File: src/hdl/spi_parity_read_master_assert.svh
// Assertion macros for the SPI parity read master.
// Needs a clock named i_clk and an active-low reset named i_rst_n in scope.
`ifndef SPI_PARITY_READ_MASTER_ASSERT_SVH
`define SPI_PARITY_READ_MASTER_ASSERT_SVH

// Same-cycle implication.
`define SPM_ASSERT_SAME(name, ante, cons, msg) \
    name: assert property (@(posedge i_clk) disable iff (!i_rst_n) (ante) |-> (cons)) \
        else $error(msg);

// Next-cycle implication.
`define SPM_ASSERT_NEXT(name, ante, cons, msg) \
    name: assert property (@(posedge i_clk) disable iff (!i_rst_n) (ante) |=> (cons)) \
        else $error(msg);

`endif

File: src/hdl/spm_pkg.sv
// Package for the SPI parity read master: phase type, register map and reset values.
// Used by spi_parity_read_master, its checker and its testbench; depends on nothing.
package spm_pkg;

    typedef enum logic [1:0] {
        PH_IDLE = 2'd0,
        PH_CMD  = 2'd1,
        PH_RESP = 2'd2
    } t_phase;

    localparam int TIMER_WIDTH_DEF = 16;
    localparam int HALF_W          = 16;
    localparam int ATT_W           = 4;
    localparam int BYTE_W          = 8;
    localparam int BIT_IDX_W       = 5;
    localparam int APB_ADDR_W      = 4;

    localparam logic [BIT_IDX_W-1:0] CMD_BITS  = BIT_IDX_W'(2 * BYTE_W);
    localparam logic [BIT_IDX_W-1:0] RESP_BITS = BIT_IDX_W'(BYTE_W);

    localparam logic [HALF_W-1:0] HALF_PERIOD_RST  = 16'd50;
    localparam logic [ATT_W-1:0]  MAX_ATTEMPTS_RST = 4'd5;
    localparam logic [BYTE_W-1:0] COMMAND_CODE_RST = 8'hAA;

    localparam logic [APB_ADDR_W-1:0] REG_HALF_PERIOD  = 4'h0;
    localparam logic [APB_ADDR_W-1:0] REG_MAX_ATTEMPTS = 4'h4;
    localparam logic [APB_ADDR_W-1:0] REG_COMMAND_CODE = 4'h8;

endpackage

File: src/hdl/spi_parity_read_master.sv
// SPI master that reads one byte per request, checks even parity and retries.
// Depends on spm_pkg and on the assertion macros in spi_parity_read_master_assert.svh.
//
// Every input item is one system clock tick of the SPI timing, and every item gives
// exactly one result item with the pin levels and status of that tick. The block takes
// one item per clock cycle and hands its result out in the next cycle through an output
// register; a stalled output stops intake only while that register is still full.
// One transaction sends 16 command bits and receives 8 response bits, and a read makes
// up to max_attempts transactions.
module spi_parity_read_master #(
    parameter int TIMER_WIDTH = spm_pkg::TIMER_WIDTH_DEF
) (
    input  logic                          i_clk,
    input  logic                          i_rst_n,
    input  logic                          s_axis_tvalid,
    output logic                          s_axis_tready,
    // [7:0] address, [8] miso, [15:9] zero
    input  logic [15:0]                   s_axis_tdata,
    // [0] req_type
    input  logic [0:0]                    s_axis_tuser,
    output logic                          m_axis_tvalid,
    input  logic                          m_axis_tready,
    // [0] sclk, [1] mosi, [2] busy_res, [3] done_res, [10:4] read_data,
    // [11] parity_ok, [15:12] attempts_used
    output logic [15:0]                   m_axis_tdata,
    input  logic                          psel,
    input  logic                          penable,
    input  logic                          pwrite,
    input  logic [spm_pkg::APB_ADDR_W-1:0] paddr,
    input  logic [31:0]                   pwdata,
    output logic [31:0]                   prdata,
    output logic                          pready
);
    import spm_pkg::*;

    logic [HALF_W-1:0]      r_half_period;
    logic [ATT_W-1:0]       r_max_attempts;
    logic [BYTE_W-1:0]      r_command_code;

    t_phase                 r_phase, n_phase;
    logic [BIT_IDX_W-1:0]   r_bit_index, n_bit_index;
    logic [TIMER_WIDTH-1:0] r_tick_count, n_tick_count;
    logic                   r_clk_level, n_clk_level;
    logic [2*BYTE_W-1:0]    r_tx_shift, n_tx_shift;
    logic [BYTE_W-1:0]      r_rx_shift, n_rx_shift;
    logic [ATT_W-1:0]       r_attempt_count, n_attempt_count;
    logic [BYTE_W-1:0]      r_held_address, n_held_address;

    logic                   r_m_tvalid;
    logic [15:0]            r_m_tdata, n_m_tdata;

    logic [TIMER_WIDTH-1:0] w_half_sat, w_half_eff;
    logic [ATT_W-1:0]       w_limit;
    logic                   w_accept, w_cfg_wr, w_done;

    assign pready        = 1'b1;
    assign w_cfg_wr      = psel && penable && pwrite && pready;
    assign s_axis_tready = i_rst_n && (!r_m_tvalid || m_axis_tready);
    assign w_accept      = s_axis_tvalid && s_axis_tready;
    assign m_axis_tvalid = r_m_tvalid;
    assign m_axis_tdata  = r_m_tdata;

    if (TIMER_WIDTH >= HALF_W) begin : g_timer_wide
        assign w_half_sat = TIMER_WIDTH'(r_half_period);
    end else begin : g_timer_narrow
        assign w_half_sat = (|r_half_period[HALF_W-1:TIMER_WIDTH]) ? '1
                                                                   : r_half_period[TIMER_WIDTH-1:0];
    end
    assign w_half_eff = (w_half_sat == '0) ? TIMER_WIDTH'(1) : w_half_sat;
    assign w_limit    = (r_max_attempts == '0) ? ATT_W'(1) : r_max_attempts;

    always_comb begin
        case (paddr)
            REG_HALF_PERIOD:  prdata = 32'(r_half_period);
            REG_MAX_ATTEMPTS: prdata = 32'(r_max_attempts);
            REG_COMMAND_CODE: prdata = 32'(r_command_code);
            default:          prdata = '0;
        endcase
    end

    always_comb begin
        logic                   v_sclk, v_mosi, v_busy, v_ok, v_pok;
        logic [6:0]             v_data;
        logic [ATT_W-1:0]       v_used;
        logic [3:0]             v_tx_idx;

        n_phase         = r_phase;
        n_bit_index     = r_bit_index;
        n_tick_count    = r_tick_count;
        n_clk_level     = r_clk_level;
        n_tx_shift      = r_tx_shift;
        n_rx_shift      = r_rx_shift;
        n_attempt_count = r_attempt_count;
        n_held_address  = r_held_address;
        v_sclk          = 1'b0;
        v_mosi          = 1'b0;
        v_busy          = 1'b0;
        v_ok            = 1'b0;
        v_pok           = 1'b0;
        v_data          = '0;
        v_used          = '0;
        v_tx_idx        = '0;
        w_done          = 1'b0;

        if (n_phase != PH_CMD && n_phase != PH_RESP) begin
            n_phase = PH_IDLE;
            if (s_axis_tuser[0]) begin
                n_held_address  = s_axis_tdata[BYTE_W-1:0];
                n_tx_shift      = {r_command_code, n_held_address};
                n_attempt_count = ATT_W'(1);
                n_phase         = PH_CMD;
                n_bit_index     = '0;
                n_tick_count    = '0;
                n_clk_level     = 1'b1;
                n_rx_shift      = '0;
            end
        end

        if (n_phase != PH_IDLE) begin
            v_busy = 1'b1;
            v_sclk = n_clk_level;
            v_used = n_attempt_count;
            if (n_phase == PH_CMD) begin
                v_tx_idx = 4'(CMD_BITS - 1) - n_bit_index[3:0];
                v_mosi   = n_tx_shift[v_tx_idx];
            end else if (n_clk_level && n_tick_count == '0) begin
                n_rx_shift = {n_rx_shift[BYTE_W-2:0], s_axis_tdata[BYTE_W]};
            end

            n_tick_count = n_tick_count + TIMER_WIDTH'(1);
            if (n_tick_count >= w_half_eff) begin
                n_tick_count = '0;
                if (n_clk_level) begin
                    n_clk_level = 1'b0;
                end else begin
                    n_clk_level = 1'b1;
                    n_bit_index = n_bit_index + BIT_IDX_W'(1);
                    if (n_phase == PH_CMD && n_bit_index >= CMD_BITS) begin
                        n_phase     = PH_RESP;
                        n_bit_index = '0;
                        n_rx_shift  = '0;
                    end else if (n_phase == PH_RESP && n_bit_index >= RESP_BITS) begin
                        v_ok = ~^n_rx_shift;
                        if (v_ok || n_attempt_count >= w_limit) begin
                            w_done      = 1'b1;
                            v_data      = n_rx_shift[BYTE_W-1:1];
                            v_pok       = v_ok;
                            n_phase     = PH_IDLE;
                            n_bit_index = '0;
                            n_clk_level = 1'b0;
                        end else begin
                            n_attempt_count = n_attempt_count + ATT_W'(1);
                            n_phase         = PH_CMD;
                            n_bit_index     = '0;
                            n_tick_count    = '0;
                            n_clk_level     = 1'b1;
                            n_rx_shift      = '0;
                        end
                    end
                end
            end
        end

        n_m_tdata = {v_used, v_pok, v_data, w_done, v_busy, v_mosi, v_sclk};
    end

    always_ff @(posedge i_clk) begin
        if (!i_rst_n) begin
            r_half_period   <= HALF_PERIOD_RST;
            r_max_attempts  <= MAX_ATTEMPTS_RST;
            r_command_code  <= COMMAND_CODE_RST;
            r_phase         <= PH_IDLE;
            r_bit_index     <= '0;
            r_tick_count    <= '0;
            r_clk_level     <= 1'b0;
            r_tx_shift      <= '0;
            r_rx_shift      <= '0;
            r_attempt_count <= '0;
            r_held_address  <= '0;
            r_m_tvalid      <= 1'b0;
        end else begin
            if (w_cfg_wr) begin
                case (paddr)
                    REG_HALF_PERIOD:  r_half_period  <= pwdata[HALF_W-1:0];
                    REG_MAX_ATTEMPTS: r_max_attempts <= pwdata[ATT_W-1:0];
                    REG_COMMAND_CODE: r_command_code <= pwdata[BYTE_W-1:0];
                    default: ;
                endcase
            end
            if (w_accept) begin
                r_phase         <= n_phase;
                r_bit_index     <= n_bit_index;
                r_tick_count    <= n_tick_count;
                r_clk_level     <= n_clk_level;
                r_tx_shift      <= n_tx_shift;
                r_rx_shift      <= n_rx_shift;
                r_attempt_count <= n_attempt_count;
                r_held_address  <= n_held_address;
                r_m_tvalid      <= 1'b1;
            end else if (m_axis_tready) begin
                r_m_tvalid      <= 1'b0;
            end
        end
    end

    always_ff @(posedge i_clk) begin
        if (w_accept) begin
            r_m_tdata <= n_m_tdata;
        end
    end

`include "spi_parity_read_master_assert.svh"

    `SPM_ASSERT_SAME(a_idle_quiet, r_phase == PH_IDLE, !r_clk_level && r_bit_index == '0, "Idle not quiet.")
    `SPM_ASSERT_SAME(a_attempt_nonzero, r_phase != PH_IDLE, r_attempt_count != '0, "No attempt counted.")
    `SPM_ASSERT_NEXT(a_done_to_idle, w_accept && w_done, r_phase == PH_IDLE && r_m_tvalid && r_m_tdata[3], "Bad done.")

endmodule

File: config.mk
export PLATFORM = sky130hd
export DESIGN_NAME = spi_parity_read_master
export DESIGN_NICKNAME = d
export VERILOG_FILES = /design/src/hdl/spm_pkg.sv /design/src/hdl/spi_parity_read_master.sv
export VERILOG_INCLUDE_DIRS = /design/src /design/src/hdl
export SDC_FILE = /design/constraint.sdc
export NUM_CORES = 1
export LEC_CHECK = 0
export BUFFER_PORTS_ARGS = -buffer_cell sky130_fd_sc_hd__buf_2
export CAP_MARGIN = 20
export CORE_MARGIN = 1
export CORE_UTILIZATION = 50
export DETAILED_ROUTE_END_ITERATION = 8
export PLACE_DENSITY_LB_ADDON = 0.05
export SYNTH_ARGS = -nofsm -noshare
export SYNTH_HDL_FRONTEND = slang
export SYNTH_SLANG_ARGS = --single-unit
File: constraint.sdc
create_clock -name i_clk -period 6.69 [get_ports i_clk]
set_clock_uncertainty 0.05 [all_clocks]
set_input_delay 0.669 -clock i_clk [delete_from_list [all_inputs] [get_ports i_clk]]
set_output_delay 0.669 -clock i_clk [all_outputs]
set_load 0.01 [all_outputs]
# Yosys cells after proc, flatten, opt, wreduce, memory -nomap -nowiden
# Index checks and enable logic that the tools add are counted.
# Widths: inputs -> output; s select.
[totals]
register_bits = 97
in_bits = 60
out_inout_bits = 51
word_cells = 116
[classes]
addsub = 4
n_lt_le_gt_ge = 5
eq_ne = 6
n_mux = 57
n_bitwise = 4
reduce_logical = 24
[op_table]
columns = ["cell", "n"]
rows = [
  ["$mux 16", 7],
  ["$mux 8", 11],
  ["$pmux 16 s3", 1],
  ["$mux 4", 9],
  ["$mux 5", 7],
  ["$logic_not 16->1", 2],
  ["$add 16x1->16 const B", 1],
  ["$ge 16x16->1", 1],
  ["$mux 1", 15],
  ["$mux 2", 6],
  ["$logic_and 1x1->1", 8],
  ["$logic_not 4->1", 2],
  ["$reduce_and 2->1", 4],
  ["$reduce_xnor 8->1", 1],
  ["$reduce_or 6->1", 1],
  ["$add 5x1->5 const B", 1],
  ["$ge 5x4->1 const B", 1],
  ["$ge 5x5->1 const B", 1],
  ["$lt 4x5->1 const B", 1],
  ["$reduce_or 5->1", 1],
  ["$add 4x1->4 const B", 1],
  ["$bmux 1 s4", 1],
  ["$eq 4x3->1 const B", 1],
  ["$eq 4x4->1 const B", 1],
  ["other kinds (10)", 15],
]

# Depth between registers and ports, before layout
# Gate-level depths: netlist (run 1).
[logic_depth]
depth_word = 16
ltp_mapped = 15
depth_no_buf = 12

# Worst setup path after synthesis (run 1)
# OpenSTA, ideal clock, no wires.
[synth_timing]
path_type = "register -> register"
start = "register r_tick_count[1]"
end = "register r_tick_count[11]"
setup_time_ns = 0.070
t_arrival_ns = 3.349
required_ns = 6.570
setup_slack_ns = 3.220
stages_incl_launch_ff = 15
path_buffers = 2
synth_period_minus_slack_ns = 3.470
path_cell_list = "dfxtp_1 > and4_1 > buf_4 > and4_4 > nand4_1 > or3b_1 > and2_1 > o21a_1 > ha_1 > a221oi_1 > o211ai_1 > o21ai_0 > clkbuf_1 > nand3_1 > a21oi_1"
[synth_between]
elab_chain_cells = 6
[synth_lines]
columns = ["element", "line_no", "source"]
rows = [
  ["from (decl)", "spi_parity_read_master.sv:42", "logic [TIMER_WIDTH-1:0] r_tick_count, n_tick_count;"],
  ["from (signal assigned)", "spi_parity_read_master.sv:193", "r_tick_count <= n_tick_count;"],
  ["$mux 16", "spi_parity_read_master.sv:107", "if (s_axis_tuser[0]) begin"],
  ["$mux 16 *", "spi_parity_read_master.sv:105", "if (n_phase != PH_CMD && n_phase != PH_RESP) begin"],
  ["$add 16x1->16 *", "spi_parity_read_master.sv:130", "n_tick_count = n_tick_count + TIMER_WIDTH'(1);"],
  ["$ge 16x16->1", "spi_parity_read_master.sv:131", "if (n_tick_count >= w_half_eff) begin"],
  ["$mux 16 *", "spi_parity_read_master.sv:131", ""],
  ["$mux 16 *", "spi_parity_read_master.sv:119", "if (n_phase != PH_IDLE) begin"],
]
# Mark *: on every way between the ends. The rest lies on a longest branch, timed or not.
# A chain may end at the register's enable or synchronous reset.

# Worst setup path after layout (run 1)
[layout_timing]
start = "register r_tick_count[0]"
end = "register r_phase[1]"
[layout_between]
elab_chain_cells = 6
[layout_lines]
columns = ["element", "line_no", "source"]
rows = [
  ["$mux 16", "spi_parity_read_master.sv:107", ""],
  ["$mux 16 *", "spi_parity_read_master.sv:105", ""],
  ["$add 16x1->16 *", "spi_parity_read_master.sv:130", ""],
  ["$ge 16x16->1 *", "spi_parity_read_master.sv:131", ""],
  ["$mux 2 *", "spi_parity_read_master.sv:131", ""],
  ["$mux 2 *", "spi_parity_read_master.sv:119", ""],
  ["to (signal assigned)", "spi_parity_read_master.sv:191", "r_phase <= n_phase;"],
  ["to (decl)", "spi_parity_read_master.sv:40", "t_phase r_phase, n_phase;"],
]
# Marks and branches as above.

==> results of run 1 <==
cells by family after synthesis:
| group | Yosys count | synth area share (%) |
|---|---|---|
| buffers and inverters | 82 | 7.80 |
| adders and majority gates | 22 | 5.03 |
| other | 2 | 0.137 |
| xor gates and xnor gates | 19 | 3.54 |
| DFF | 97 | 38.4 |
| and+or+nand+nor | 280 | 25.1 |
| muxes | 19 | 4.69 |
| AOI/OAI and AO/OA | 120 | 15.3 |
layout by cell type (no fill, tap or decap), types with 6 or more instances in the layout:
cell type	n
nand2_1	118
and2_1	23
nand4_1	10
a22o_2	7
edfxtp_1	16
ha_1	22
nor2_1	39
o211ai_1	7
clkbuf_8	12
dfxtp_1	81
and4_1	6
nand3_1	40
o21ai_0	7
buf_2	70
a21oi_1	52
and3_1	10
xor2_1	13
nor4_1	6
inv_1	31
conb_1	17
mux2i_1	13
sequential cells by signal (all words and copies together) (netlist names):
| name | flops |
|---|---|
| r_max_attempts | 4 |
| r_command_code | 8 |
| r_attempt_count | 4 |
| r_bit_index | 5 |
| r_phase | 2 |
| r_tx_shift | 16 |
| r_clk_level | 1 |
| m_axis_tdata | 16 |
| r_half_period | 16 |
| r_tick_count | 16 |
| r_rx_shift | 8 |
| m_axis_tvalid | 1 |
power groups by stage:
| stage | registers (µW) | logic [µW] | clock network (µW) |
|---|---|---|---|
| 6_report | 610 | 116 | 379 |
| 5_1_grt | 612 | 128 | 410 |
| 4_1_cts | 610 | 114 | 391 |
| 3_5_place_dp | 624 | 114 | 0 |
| 3_3_place_gp | 623 | 112 | 0 |
| 2_1_floorplan | 624 | 83.5 | 0 |
through the flow:
| stage | util [%] | worst slack (ns) | instances | total power [µW] | area (µm²) |
|---|---|---|---|---|---|
| after detailed placement | 55.2 | 2.70 | 816 | 737 | 5780 |
| after global routing | 57.3 | 2.44 | 833 | 1150 | 5990 |
| after CTS | 57.1 | 2.69 | 832 | 1120 | 5980 |
| after global placement | 55.2 | 2.70 | 816 | 735 | 5780 |
| after floorplan | - | 3.22 | 656 | 708 | 5530 |
| final | 57.3 | 2.66 | 833 | 1100 | 5990 |
routing by layer:
layer  vias up  track usage (%)
li1       2327                -
met1      2165             30.2
met2       129             37.3
met3        11             5.35
met4         0             7.14
met5         -                0
worst reg2reg max path, stage by stage, from the launching register on:
cell and delay (ns):
dfxtp_1 0.51, and4_1 0.39, and4_4 0.30, nand4_1 0.14, or3b_1 0.41, and2_1 0.18, o21a_1 0.20, ha_1 0.32
a221oi_1 0.33, o211ai_1 0.18, o211a_1 0.43, a21o_1 0.26, o221a_2 0.24
worst max-delay path by stage:
stage	from	endpoint
after floorplan	r_tick_count[1]$_SDFFE_PN0P_	r_tick_count[11]$_SDFFE_PN0P_
after global placement	i_rst_n	r_rx_shift[6]$_SDFFE_PN0P_
after detailed placement	i_rst_n	r_rx_shift[2]$_SDFFE_PN0P_
after CTS	r_tick_count[0]$_SDFFE_PN0P_	r_phase[1]$_SDFFE_PN0P_
after global routing	r_tick_count[0]$_SDFFE_PN0P_	r_phase[1]$_SDFFE_PN0P_
final	r_tick_count[0]$_SDFFE_PN0P_	r_phase[1]$_SDFFE_PN0P_
cell type report:
class / instances / area [µm²]
repair buffers: 76 / 403
well taps: 136 / 170
clock buffers: 12 / 165
flip-flops and latches: 97 / 2100
clock inverters: 4 / 32.5
multi-input cells: 477 / 3000
fillers: 995 / 4470
inverters: 31 / 116
==> run metrics, run 1 <==
outcome finished, final reports clean; Setup Buffers After CTS 0; GRT Util Overall 23.0%; Site Rows 37; clock power share 34.3%; hold depth 2; H-Tree Depth 3; Final Hold Vio Count 0; DRT iter0 DRCs 247; critical path data arrival time 4.26 ns; Worst-Skew Late Latency 0.39 ns; most common flop cell mapped by yosys dfxtp_1; Synth Warn # 0; unrepaired setup endpoints after global routing false; RR Startpoint r_tick_count[0]$_SDFFE_PN0P_; WP data required 6.92 ns; Worst Path Max Fanout 13; Inserted Clock Buffers 9; Post-synth EDFFs 16; Worst VDD drop 0.000148 V; Clock Tree Root clkbuf_8; pwr dens 184 nW/µm²; Worst Min Path Start r_tx_shift[10]$_SDFFE_PN0P_; DRT met1 WL 5910 µm; post-cts resize count 0; R2R Path End r_phase[1]$_SDFFE_PN0P_; crit-path leading delay family compound AO/OA/AOI/OAI gates; Slew headroom 36.6%; switching share of power 26.6%; routed vias/inst 5.56; DR top layer met4; setup TNS 0 ns; synthesized area 5470 µm²; minimum clock period 4.03 ns; Leakage Power 0.00249 µW; cells after synthesis 641; CP Depth 12; die height 107 µm; post-synth top area cell dfxtp_1; Placer Congestion 0.860; Clock Tree Buf Depth 2; Post-DP HPWL 8990 µm; Comb power frac 10.5%; kind of critical path register to register; vias 4632; Layout Nets 774; Switch Pwr 294 µW; CP endpoint kind register; CTS clock-pin slew for the worst setup and hold paths 0.09 ns; share of flip-flops with an asynchronous set or reset 0%; WL per Instance 15.3 µm; Antenna diodes 0; Final ANT Viol Nets 0; Total Routed Length 12800 µm; Worst R2R Path Depth 12; sequential power share 55.2%; WP buf/inv 0; Yosys top cell area share 29.6%; die area 11400 µm²; commonest cells in the netlist nand2_1, dfxtp_1, a21oi_1; period utilization 60.2%; Area Overhead vs Synth 9.49%; global-route wire length before repair 20700 µm; Avg Cell Area, Syn 8.54 µm²; GRT Residual Overflow 0; startpoint types register; maxcap violations 0; CP max stage cell dfxtp_1; flop2flop setup slack 2.66 ns; endpoint of the worst hold path r_tx_shift[10]$_SDFFE_PN0P_; clk sinks 97; met2 WL 6030 µm; sequential fraction of the synthesis area 38.4%; Slew Limit Fails 0; IO Port Bufs 70; Yosys cell types 72; largest net degree at the start of global routing 48; DR pass1 iterations 5; slowest stage delay, CP 0.51 ns; dominant cells by area after synthesis dfxtp_1, edfxtp_1, nand2_1; CTS tree done; Tightest Pin Transition 0.949 ns; Final Setup Violations 0; layout cell share with drive strength beyond 1 18.1%; die outline width 107 µm; Internal Power 811 µW; hold buffer count at cts 0; worst path cell trace and4_1 -> and4_4 -> nand4_1 -> or3b_1 -> and2_1 -> o21a_1 -> ha_1 -> a221oi_1 -> o211ai_1 -> o211a_1 -> a21o_1 -> o221a_2; most frequent cell after synthesis nand2_1; register bit total from synthesis 97; path category of the worst min-delay check register to register; Max Fclk 0.248 GHz; Core ar. 10500 µm²; final hold slack 0.407 ns; Initial Util 52.3%; Post-route DRC 0; initial antenna violation count 0; WL met3 660 µm; number of global-route vias before repair 4199; IO Pins 111
Power figures use the tool's default switching activity.
==> run 2, diff against run 1 <==
Clock period 6.69 ns to 4.2 ns, I/O delays scaled along.
==> run 2 against run 1 <==
  * First-iteration DRC count rose by 13%
  * Wire length rose by 1.1%
  * Sequential cell count did not move
  * Cell count rose by 0.72%
==> run metrics, run 2 (synthesis gave the netlist of run 1 again) <==
outcome finished, final reports clean (unchanged); Clock Tree Root clkbuf_8 (unchanged); kind of critical path register to register (unchanged); hold buffer count at cts 0 (unchanged); post-cts resize count 0 (unchanged); WP data required 4.42 ns (was 6.92 ns); GRT Residual Overflow 0 (unchanged); Final ANT Viol Nets 0 (unchanged); global-route wire length before repair 21500 µm (was 20700 µm); H-Tree Depth 3 (unchanged); period utilization 91.8% (was 60.2%); number of global-route vias before repair 4451 (was 4199); CTS clock-pin slew for the worst setup and hold paths 0.09 ns (about the same); Final Setup Violations 0 (unchanged); endpoint of the worst hold path r_tx_shift[1]$_SDFFE_PN0P_ (was r_tx_shift[10]$_SDFFE_PN0P_); Final Hold Vio Count 0 (unchanged); crit path from r_tick_count[0]$_SDFFE_PN0P_ (unchanged); R2R Path End r_phase[1]$_SDFFE_PN0P_ (unchanged); die outline width 107 µm (unchanged); minimum clock period 3.86 ns (was 4.03 ns); Worst R2R Path Depth 12 (unchanged); Slew headroom 42.5% (was 36.6%); initial antenna violation count 0 (unchanged); DRT iter0 DRCs 279 (was 247); unrepaired setup endpoints after global routing false (unchanged); pwr dens 300 nW/µm² (was 184 nW/µm²); Worst Path Max Fanout 13 (unchanged); Antenna diodes 0 (unchanged); Placer Congestion 0.896 (was 0.860); path category of the worst min-delay check input pin to register (was register to register); Area Overhead vs Synth 10.5% (was 9.49%); Max Fclk 0.259 GHz (was 0.248 GHz); Worst Min Path Start s_axis_tdata[1] (was r_tx_shift[10]$_SDFFE_PN0P_); Core ar. 10500 µm² (unchanged); setup TNS 0 ns (unchanged); Total Routed Length 12900 µm (was 12800 µm); routed vias/inst 5.57 (was 5.56); Setup Buffers After CTS 0 (unchanged); CTS tree done (unchanged); Layout Nets 780 (was 774); die height 107 µm (unchanged); startpoint types register (unchanged); pre-CTS setup slack 0.347 ns (was 2.70 ns); IO Pins 111 (unchanged); GRT Util Overall 23.5% (was 23.0%); critical path data arrival time 4.07 ns (was 4.26 ns); most common cell after layout, fill and taps aside nand2_1 (unchanged); vias 4673 (was 4632); Slew Limit Fails 0 (unchanged); Leakage Power 0.00253 µW (was 0.00249 µW); die area 11400 µm² (unchanged); Inserted Clock Buffers 9 (unchanged); Initial Util 52.3% (unchanged); DR pass1 iterations 7 (was 5); IO Port Bufs 70 (unchanged); Clock Tree Buf Depth 2 (unchanged); Worst VDD drop 0.000182 V (was 0.000148 V); clk sinks 97 (unchanged); Tightest Pin Transition 0.850 ns (was 0.949 ns); largest net degree at the start of global routing 44 (was 48); maxcap violations 0 (unchanged); worst setup margin 0.343 ns (was 2.66 ns); RR Startpoint r_tick_count[0]$_SDFFE_PN0P_ (unchanged); CP endpoint kind register (unchanged); Post-route DRC 0 (unchanged); layout cell share with drive strength beyond 1 18.1% (about the same); flop2flop setup slack 0.34 ns (was 2.66 ns); Post-DP HPWL 9190 µm (was 8990 µm); Worst-Skew Late Latency 0.37 ns (was 0.39 ns); Fillers 1000 (was 995); WL per Instance 15.4 µm (was 15.3 µm); hold depth 3 (was 2); most frequent cells in the layout nand2_1, dfxtp_1, buf_2 (unchanged); Site Rows 37 (unchanged)
[run 2: cell type report]
| type | count | area [µm²] | area share (%) |
|---|---|---|---|
| clock buffers | 13 | 139 | 2.30 |
| clock inverters | 3 | 67.6 | 1.12 |
| inverters | 31 | 116 | 1.92 |
| multi-input cells | 477 | 3000 | 49.6 |
| flip-flops and latches | 97 | 2100 | 34.8 |
| well taps | 136 | 170 | 2.81 |
| repair buffers | 82 | 453 | 7.49 |
[run 2: power breakdown]
group | internal, µW | total (µW) | leakage (µW) | switching (µW)
logic | 64.3 | 188 | 0.00164 | 124
registers | 961 | 971 | 0.000797 | 9.39
clock network | 337 | 656 | 0.0000978 | 319
total | 1360 | 1820 | 0.00253 | 453
[run 2: critical path, stage by stage, from the launching register on]
cell and delay [ns]:
dfxtp_1 0.50, and4_1 0.28, and4_4 0.26, nand4_1 0.14, or3b_1 0.41, and2_1 0.19, o21a_1 0.20, ha_1 0.32
a221oi_1 0.30, o211ai_1 0.16, o211a_1 0.44, a21o_1 0.26, o221a_2 0.24
[run 2: routing by layer]
| layer | track usage, % | up-vias | part of all wire (%) |
|---|---|---|---|
| met4 | 6.26 | 0 | 1.3 |
| met2 | 39.4 | 133 | 48 |
| li1 | - | 2332 | - |
| met1 | 31.1 | 2187 | 45 |
| met3 | 4.38 | 21 | 5.4 |
| met5 | 0 | - | 0 |
[run 2: through the flow]
step	power [µW]	instances	util (%)	hold slack, ns	instance area [µm²]
2_1_floorplan	1130	656	-	0.381	5530
5_1_grt	1890	839	57.8	0.189	6050
3_5_place_dp	1180	823	55.8	0.396	5840
3_3_place_gp	1180	823	55.8	0.388	5840
6_report	1820	839	57.8	0.188	6050
4_1_cts	1830	839	57.8	0.180	6050
[run 2: worst max path at each step]
stage / end / slack, ns / cells after the start
3_3_place_gp: r_phase[1]$_SDFFE_PN0P_ / 0.45 / 12
6_report: r_phase[1]$_SDFFE_PN0P_ / 0.34 / 12
4_1_cts: r_phase[1]$_SDFFE_PN0P_ / 0.34 / 12
5_1_grt: r_bit_index[1]$_SDFFE_PN0P_ / 0.11 / 12
3_5_place_dp: r_phase[1]$_SDFFE_PN0P_ / 0.35 / 12
2_1_floorplan: r_tick_count[11]$_SDFFE_PN0P_ / 0.73 / 14
